`src/rtl/bdar_pkg.sv`:
```
// Package for the button debounce and auto-repeat block.
// Holds the transfer payload types, the configuration struct and the code constants.
// No dependencies.
`default_nettype none

package bdar_pkg;

    localparam int unsigned TIME_W   = 32;
    localparam int unsigned PORT_W   = 16;
    localparam int unsigned CMD_W    = 2;
    localparam int unsigned CFG_IDX_W = 3;
    localparam int unsigned CFG_DATA_W = 32;

    // Command codes; code 3 is unused and ignored.
    localparam logic [CMD_W-1:0] CMD_SAMPLE = 2'd0;
    localparam logic [CMD_W-1:0] CMD_POLL   = 2'd1;
    localparam logic [CMD_W-1:0] CMD_RESET  = 2'd2;

    // Configuration register indexes.
    localparam logic [CFG_IDX_W-1:0] REG_CONTACT_MASK = 3'd0;
    localparam logic [CFG_IDX_W-1:0] REG_DEBOUNCE     = 3'd1;
    localparam logic [CFG_IDX_W-1:0] REG_REP_THRESH   = 3'd2;
    localparam logic [CFG_IDX_W-1:0] REG_REP_INTERVAL = 3'd3;
    localparam logic [CFG_IDX_W-1:0] REG_REP_ENABLE   = 3'd4;

    // Register reset values.
    localparam logic [PORT_W-1:0] CONTACT_MASK_RST = 16'd3;
    localparam logic [15:0]       DEBOUNCE_RST     = 16'd20;
    localparam logic [TIME_W-1:0] ALL_ONES_32      = 32'hFFFF_FFFF;

    typedef struct packed {
        logic [CMD_W-1:0]  command;
        logic [PORT_W-1:0] port_state;
        logic [TIME_W-1:0] now_ms;
    } t_in_item;

    typedef struct packed {
        logic              press_event;
        logic              repeat_event;
        logic [TIME_W-1:0] held_ms;
    } t_out_item;

    typedef struct packed {
        logic [PORT_W-1:0] contact_mask;
        logic [15:0]       debounce_ms;
        logic [TIME_W-1:0] repeat_threshold_ms;
        logic [TIME_W-1:0] repeat_interval_ms;
        logic              repeat_enable;
    } t_cfg;

endpackage

`default_nettype wire

```
`src/rtl/bdar_cfg_regs.sv`:
```
// Configuration register file for the button debounce and auto-repeat block.
// Depends on bdar_pkg for the register indexes, reset values and t_cfg.
`default_nettype none

module bdar_cfg_regs
    import bdar_pkg::*;
(
    input  wire logic                  i_clk,
    input  wire logic                  i_rst_n,
    input  wire logic                  i_cfg_we,
    input  wire logic [CFG_IDX_W-1:0]  i_cfg_index,
    input  wire logic [CFG_DATA_W-1:0] i_cfg_wdata,
    output t_cfg                       o_cfg
);

    t_cfg r_cfg;

    always_ff @(posedge i_clk) begin
        if (!i_rst_n) begin
            r_cfg.contact_mask        <= CONTACT_MASK_RST;
            r_cfg.debounce_ms         <= DEBOUNCE_RST;
            r_cfg.repeat_threshold_ms <= ALL_ONES_32;
            r_cfg.repeat_interval_ms  <= ALL_ONES_32;
            r_cfg.repeat_enable       <= 1'b0;
        end else if (i_cfg_we) begin
            unique case (i_cfg_index)
                REG_CONTACT_MASK: r_cfg.contact_mask        <= i_cfg_wdata[PORT_W-1:0];
                REG_DEBOUNCE:     r_cfg.debounce_ms         <= i_cfg_wdata[15:0];
                REG_REP_THRESH:   r_cfg.repeat_threshold_ms <= i_cfg_wdata[TIME_W-1:0];
                REG_REP_INTERVAL: r_cfg.repeat_interval_ms  <= i_cfg_wdata[TIME_W-1:0];
                REG_REP_ENABLE:   r_cfg.repeat_enable       <= i_cfg_wdata[0];
                default: begin
                    // Writes beyond the register list are dropped.
                end
            endcase
        end
    end

    assign o_cfg = r_cfg;

endmodule

`default_nettype wire

```
`src/rtl/bdar_engine.sv`:
```
// Debounce and auto-repeat state with the per-item decision logic.
// Depends on bdar_pkg for the payload types, command codes and t_cfg.
`default_nettype none

module bdar_engine
    import bdar_pkg::*;
(
    input  wire logic  i_clk,
    input  wire logic  i_rst_n,
    input  wire logic  i_fire,
    input  wire t_in_item i_item,
    input  wire t_cfg     i_cfg,
    output t_out_item  o_result
);

    logic              r_seeded;
    logic              r_raw_level;
    logic              r_press_held;
    logic [TIME_W-1:0] r_last_change;
    logic [TIME_W-1:0] r_press_start;
    logic [TIME_W-1:0] r_last_repeat;

    logic              n_seeded;
    logic              n_raw_level;
    logic              n_press_held;
    logic [TIME_W-1:0] n_last_change;
    logic [TIME_W-1:0] n_press_start;
    logic [TIME_W-1:0] n_last_repeat;

    logic              level;
    logic [TIME_W-1:0] since_change;
    logic [TIME_W-1:0] held;
    logic [TIME_W-1:0] since_repeat;
    logic [TIME_W-1:0] interval;
    t_out_item         result;

    assign level        = (i_item.port_state & i_cfg.contact_mask) == i_cfg.contact_mask;
    assign since_change = i_item.now_ms - r_last_change;
    assign held         = i_item.now_ms - r_press_start;
    assign since_repeat = i_item.now_ms - r_last_repeat;
    assign interval     = (i_cfg.repeat_interval_ms == '0) ? TIME_W'(1)
                                                           : i_cfg.repeat_interval_ms;

    always_comb begin
        n_seeded      = r_seeded;
        n_raw_level   = r_raw_level;
        n_press_held  = r_press_held;
        n_last_change = r_last_change;
        n_press_start = r_press_start;
        n_last_repeat = r_last_repeat;
        result        = '0;

        unique case (i_item.command)
            CMD_SAMPLE: begin
                if (!r_seeded) begin
                    n_seeded    = 1'b1;
                    n_raw_level = level;
                end else if (level != r_raw_level) begin
                    if (level) begin
                        if (since_change >= {16'd0, i_cfg.debounce_ms}) begin
                            n_press_start      = i_item.now_ms;
                            n_last_repeat      = i_item.now_ms;
                            n_press_held       = 1'b1;
                            result.press_event = 1'b1;
                        end
                    end else begin
                        n_press_held = 1'b0;
                    end
                    n_raw_level   = level;
                    n_last_change = i_item.now_ms;
                end
            end
            CMD_POLL: begin
                if (r_press_held && i_cfg.repeat_enable &&
                    held >= i_cfg.repeat_threshold_ms && since_repeat >= interval) begin
                    n_last_repeat       = i_item.now_ms;
                    result.repeat_event = 1'b1;
                    result.held_ms      = held;
                end
            end
            CMD_RESET: begin
                n_seeded      = 1'b0;
                n_raw_level   = 1'b0;
                n_press_held  = 1'b0;
                n_last_change = i_item.now_ms;
                n_press_start = i_item.now_ms;
                n_last_repeat = i_item.now_ms;
            end
            default: begin
                // The unused code changes nothing.
            end
        endcase
    end

    always_ff @(posedge i_clk) begin
        if (!i_rst_n) begin
            r_seeded      <= 1'b0;
            r_raw_level   <= 1'b0;
            r_press_held  <= 1'b0;
            r_last_change <= '0;
            r_press_start <= '0;
            r_last_repeat <= '0;
        end else if (i_fire) begin
            r_seeded      <= n_seeded;
            r_raw_level   <= n_raw_level;
            r_press_held  <= n_press_held;
            r_last_change <= n_last_change;
            r_press_start <= n_press_start;
            r_last_repeat <= n_last_repeat;
        end
    end

    assign o_result = result;

    a_events_exclusive: assert property (@(posedge i_clk) disable iff (!i_rst_n)
        !(result.press_event && result.repeat_event))
        else $error("press and repeat events in the same result");

    a_held_only_on_repeat: assert property (@(posedge i_clk) disable iff (!i_rst_n)
        !result.repeat_event |-> result.held_ms == '0)
        else $error("hold time reported without a repeat event");

    a_press_sets_held: assert property (@(posedge i_clk) disable iff (!i_rst_n)
        i_fire && result.press_event |=> r_press_held && r_raw_level)
        else $error("accepted press did not latch the held flag");

    a_held_needs_seed: assert property (@(posedge i_clk) disable iff (!i_rst_n)
        r_press_held |-> r_seeded && r_raw_level)
        else $error("held flag set while unseeded or released");

endmodule

`default_nettype wire

```
`src/rtl/button_debounce_autorepeat_top.sv`:
```
// Top level of the button debounce and auto-repeat block.
// Depends on bdar_pkg, bdar_cfg_regs and bdar_engine.
`default_nettype none

// The block watches a two-contact push button through samples of a 16-bit port
// and turns them into debounced press events and auto-repeat events. Each input
// transfer carries a command (port sample, poll tick or reset), the port levels
// and the current millisecond time; each one yields exactly one result transfer.
// An item is captured in an input register; as it leaves that register, the
// decision logic updates the button state and loads the result register, and
// one item is taken in every cycle while the result side keeps
// up. The rate is set by the single state-update stage: it needs only a few
// 32-bit subtractions and compares. When the result side stalls, the input
// register still holds one item and input ready drops only once both registers
// are full. Configuration is written through a plain write port and must only
// change while no item is in flight.

module button_debounce_autorepeat_top
    import bdar_pkg::*;
(
    input  wire logic                  i_clk,
    input  wire logic                  i_rst_n,
    input  wire logic                  i_in_valid,
    output logic                       o_in_ready,
    input  wire t_in_item              i_in_item,
    output logic                       o_out_valid,
    input  wire logic                  i_out_ready,
    output t_out_item                  o_out_item,
    input  wire logic                  i_cfg_we,
    input  wire logic [CFG_IDX_W-1:0]  i_cfg_index,
    input  wire logic [CFG_DATA_W-1:0] i_cfg_wdata
);

    t_cfg      cfg;
    t_out_item result;

    logic      r_s1_valid;
    t_in_item  r_s1_item;
    logic      r_out_valid;
    t_out_item r_out_item;

    logic      out_free;
    logic      s1_advance;
    logic      in_accept;

    // The result register can load when it is empty or being drained now.
    assign out_free   = !r_out_valid || i_out_ready;
    assign s1_advance = r_s1_valid && out_free;
    assign o_in_ready = !r_s1_valid || out_free;
    assign in_accept  = i_in_valid && o_in_ready;

    bdar_cfg_regs u_cfg (
        .i_clk       (i_clk),
        .i_rst_n     (i_rst_n),
        .i_cfg_we    (i_cfg_we),
        .i_cfg_index (i_cfg_index),
        .i_cfg_wdata (i_cfg_wdata),
        .o_cfg       (cfg)
    );

    // The state only moves when the captured item passes into the result register.
    bdar_engine u_engine (
        .i_clk    (i_clk),
        .i_rst_n  (i_rst_n),
        .i_fire   (s1_advance),
        .i_item   (r_s1_item),
        .i_cfg    (cfg),
        .o_result (result)
    );

    always_ff @(posedge i_clk) begin
        if (!i_rst_n) begin
            r_s1_valid  <= 1'b0;
            r_out_valid <= 1'b0;
        end else begin
            if (in_accept) begin
                r_s1_valid <= 1'b1;
            end else if (s1_advance) begin
                r_s1_valid <= 1'b0;
            end
            if (out_free) begin
                r_out_valid <= r_s1_valid;
            end
        end
    end

    // The input register is cleared so the decision logic sees a known item
    // before the first transfer arrives.
    always_ff @(posedge i_clk) begin
        if (!i_rst_n) begin
            r_s1_item <= '0;
        end else if (in_accept) begin
            r_s1_item <= i_in_item;
        end
        if (s1_advance) begin
            r_out_item <= result;
        end
    end

    assign o_out_valid = r_out_valid;
    assign o_out_item  = r_out_item;

    a_stage_holds: assert property (@(posedge i_clk) disable iff (!i_rst_n)
        r_s1_valid && !out_free |=> r_s1_valid)
        else $error("captured item lost while the result side stalled");

    a_stall_blocks_input: assert property (@(posedge i_clk) disable iff (!i_rst_n)
        r_s1_valid && r_out_valid && !i_out_ready |-> !o_in_ready)
        else $error("input ready while both registers are full");

    a_result_follows: assert property (@(posedge i_clk) disable iff (!i_rst_n)
        s1_advance |=> r_out_valid)
        else $error("advanced item did not reach the result register");

endmodule

`default_nettype wire
```
`config.mk`:
```
export PLATFORM = sky130hd
export DESIGN_NAME = button_debounce_autorepeat_top
export DESIGN_NICKNAME = d
export VERILOG_FILES = /design/src/rtl/bdar_pkg.sv /design/src/rtl/bdar_cfg_regs.sv /design/src/rtl/bdar_engine.sv /design/src/rtl/button_debounce_autorepeat_top.sv
export SDC_FILE = /design/constraint.sdc
export NUM_CORES = 1
export LEC_CHECK = 0
export ABC_AREA = 1
export ABC_CLOCK_PERIOD_IN_PS = 5200
export BUFFER_PORTS_ARGS = -buffer_cell sky130_fd_sc_hd__clkbuf_2
export CAP_MARGIN = 20
export CORE_MARGIN = 4
export CORE_UTILIZATION = 50
export CTS_CLUSTER_SIZE = 40
export DETAILED_ROUTE_END_ITERATION = 8
export PLACE_DENSITY_LB_ADDON = 0.25
export SYNTH_ARGS = -nofsm -noshare
export SYNTH_HDL_FRONTEND = slang
export SYNTH_HIERARCHICAL = 1
export SYNTH_SLANG_ARGS = --single-unit
export TNS_END_PERCENT = 100
```
`constraint.sdc`:
```
create_clock -name i_clk -period 5.2 [get_ports i_clk]
set_clock_uncertainty 0.2 [all_clocks]
set_input_delay 0.78 -clock i_clk [delete_from_list [all_inputs] [get_ports i_clk]]
set_output_delay 0.78 -clock i_clk [all_outputs]
set_load 0.02 [all_outputs]
```
==> flow_metrics.tcl <==
set metrics [dict create \
    ir_drop_uv 259 \
    first_pass_iters 5 \
    yosysWarningCount 6 \
    final_nets 3318 \
    synth-seq-area-share_pct 30.9 \
    slew_viol_final 0 \
    hpwl_mm 44.3 \
    ant_nets 0 \
    grt_max_degree 102 \
    outcome "finished clean" \
    cts_tree "built" \
    placed_cells 3525 \
    path_clk_slew_ps 60 \
    gp_congestion 0.936 \
    path_class "reg -> reg" \
    slowest_delay_ps 370 \
    cp-end-kind "register" \
    hold_viol_final 0 \
    leakage_nw 11.7 \
    power.density_mw_per_mm2 313 \
    antenna_found_initial 0 \
    worst-path-max-fanout 27 \
    cts_buffer_depth 3 \
    power.switching_mw 2.36 \
    die_y_um 205 \
    setup_viol 0 \
    io_pins 126 \
    wirelength_mm 58.3 \
    yosysMostFrequentCell "nand2_1" \
    worstMarginPinSlew_ps 1030 \
    slowest_stage "ha_1" \
    grt-ovfl-total 0 \
    antenna_cells 0 \
    path_buf_inv 4 \
    initialDrtViolationCount 1693 \
    internal_power_mw 4.42 \
    insertion_delay_ps 520 \
    synth_edf_count 34 \
    yosys_register_bits 282 \
    rsz0062_at_grt "false" \
    report.power.total_mw 6.78 \
    final_cells 3587 \
    fin_crit_ps 4970 \
    grt_usage_pct 26.9 \
    routed_via_density 5.30 \
    p_clk_share_pct 35.1 \
    yosysUniqueCellTypes 46 \
    drive_gt1_share_pct 8.88 \
    ctsRootBufferMaster "clkbuf_16" \
    tns_ps 0 \
    synth_common_cells "708 x nand2_1, 570 x inv_1, 293 x nor2_1" \
    cp_data_arrival_time_ps 5140 \
    power_frac_seq_pct 34.7 \
    synth_top_area_cell "dfxtp_1" \
    top_usage_layer "met2" \
    required_ps 5370 \
    synthArstFlopShare_pct 0 \
    cp-start-kind "register" \
    comb_power_share_pct 30.2 \
    grt_pass1_vias 17900 \
    use_met1_pct 37.9 \
    postCtsHoldBufs 0 \
    synth_area_mm2 0.0193 \
    grt_use_met2_pct 43.5 \
    grt_pass1_wl_mm 91.5 \
    num_vias 19000 \
    core_area_mm2 0.0379 \
    syn_nets 3209 \
    period_share_pct 95.6 \
    start_util_pct 51.0 \
    sw_frac_of_total_pct 34.8 \
    syn_inst 2943 \
    max_cap_violations 0 \
    cts_buffers 34 \
    fmax_mhz 201 \
    cts_sinks 282 \
    post_drt_wl_per_cell_um 16.2 \
    synth_area_leaders "dfxtp_1 26%, nand2_1 14%, ha_1 11%" \
    port-buffer-count 125 \
    cts_max_level 2 \
    synthFlopType "dfxtp_1" \
    relSlewSlack_pct 31.7 \
    area_growth_pct 12.1 \
    num_rows 71 \
    synth_top_area_share_pct 25.7 \
    drc 0 \
    hold_class "reg -> reg" \
    avgSynthCellArea_um2 6.57 \
    die_w_um 205 \
    dieArea_mm2 0.0419 \
    grtUsageMet3_pct 3.51 \
    cp_top_family "simple AND/OR/NAND/NOR gates" \
]
## metal layers
metal,up-vias,share of wire (%)
met3,106,7.0
met1,8761,46
met4,0,2.8
li1,9494,-
met2,639,44
met5,-,0
## metrics by stage
stage | setup WS, ps | instance area (µm²) | utilization [%] | hold slack, ps
after CTS | 58.1 | 21600 | 56.9 | 259
after floorplan | 693 | 19300 | - | 229
final | 229 | 21700 | 57.2 | 259
after global routing | 0.998 | 21700 | 57.2 | 276
after detailed placement | -243 | 20400 | 53.9 | 243
after global placement | -107 | 20400 | 53.9 | 240
## power by group through the flow
stage	clock, mW	combinational, mW	sequential (mW)
global route	2.51	2.30	2.36
floorplan	0	1.42	2.40
CTS	2.43	1.99	2.35
finish	2.38	2.05	2.35
global placement	0	1.94	2.40
detailed placement	0	1.97	2.40
## state kept, by name, indices dropped and copies added (netlist names)
signal,count
o_out_valid,1
u_cfg/o_cfg,97
u_engine/r_last_change,32
r_s1_item,50
u_engine/r_press_start,32
u_engine/r_last_repeat,32
u_engine/r_raw_level,1
u_engine/r_press_held,1
r_s1_valid,1
u_engine/r_seeded,1
o_out_item,34
## cell families (layout without fill, tap and decap cells)
group                    Yosys count  after routing  share of synthesized area (%)
AO/OA/AOI/OAI                    366            366                           10.3
AND/OR/NAND/NOR                 1364           1364                           29.5
buffers and inverters            679            812                           14.2
flip-flops                       282            282                           30.9
XOR/XNOR                          76             76                           3.44
adder cells (fa/ha/maj)          176            176                           11.5
## cells in the final DEF, fill, tap and decap left out, types with 4 or more instances in the layout
cell,Yosys,final
o21ai_1,3,8
clkbuf_1,38,6
o21ai_0,59,53
nor2_1,293,291
buf_4,11,47
buf_6,16,4
nor2_4,4,4
clkbuf_16,0,35
nand3_1,250,249
a21o_1,5,5
nor3_1,24,20
nor4_1,7,7
dfxtp_1,248,247
nand4_1,50,50
clkinv_2,0,6
xnor2_1,14,14
clkbuf_2,0,123
a211oi_1,19,19
edfxtp_1,34,34
nand2_2,2,5
o22ai_1,6,6
a21oi_1,235,229
nand3b_1,4,4
inv_2,5,5
a21oi_2,0,5
and2_1,9,9
ha_1,173,173
xor2_1,62,62
nand2_1,708,705
nor2_2,7,9
a31oi_1,8,8
a221oi_1,6,6
o21bai_1,6,5
inv_1,570,569
o21a_1,6,6
## cell type report
type                            instances  area (µm²)
Inverter                              576        2160
Clock buffer                           43         926
Multi-Input combinational cell       1982       10700
Tap cell                              511         639
Sequential cell                       282        5990
Timing Repair Buffer                  176        1060
Fill cell                            3719       16300
Clock inverter                         17         184
## path summary, 6_finish.rpt
path	startpoint	to	slack, ps	depth (start not counted)
hold / removal	u_engine/r_last_change[8]	u_engine/r_last_change[8]	260	2
setup / recovery	r_s1_item[2]	o_out_item[21]	230	25
hold reg to reg	u_engine/r_last_change[8]	u_engine/r_last_change[8]	260	2
setup reg to reg	r_s1_item[2]	o_out_item[21]	230	25
## worst reg2reg max path, stage by stage (launching register included)
cell      delay [ps]
dfxtp_1          310
buf_4            170
ha_1             370
a21oi_1          170
nand2_1          130
a21oi_2          200
o21ai_1          150
a21oi_2          220
o21a_1           190
o21bai_2         110
nand2_1           80
nand3_1           80
xor2_1           180
ha_1             330
nand2_1           70
inv_1             50
nand3_1          100
nor3_2           260
and3_4           260
nand4_1          230
nand3_2          160
nand3_1          140
nor2_2           210
buf_12           140
inv_4            110
nor3_4           200
## timing repair
| item | 4_1_cts | 5_1_grt |
|---|---|---|
| setup buffers | 0 | 1 |
| setup endpoints to repair | 59 | 65 |
| endpoints found under the hold margin | 0 | 0 |
| pin swaps | 0 | 8 |
| gates resized for setup | 7 | 28 |
(Power assumes the default switching activity.)
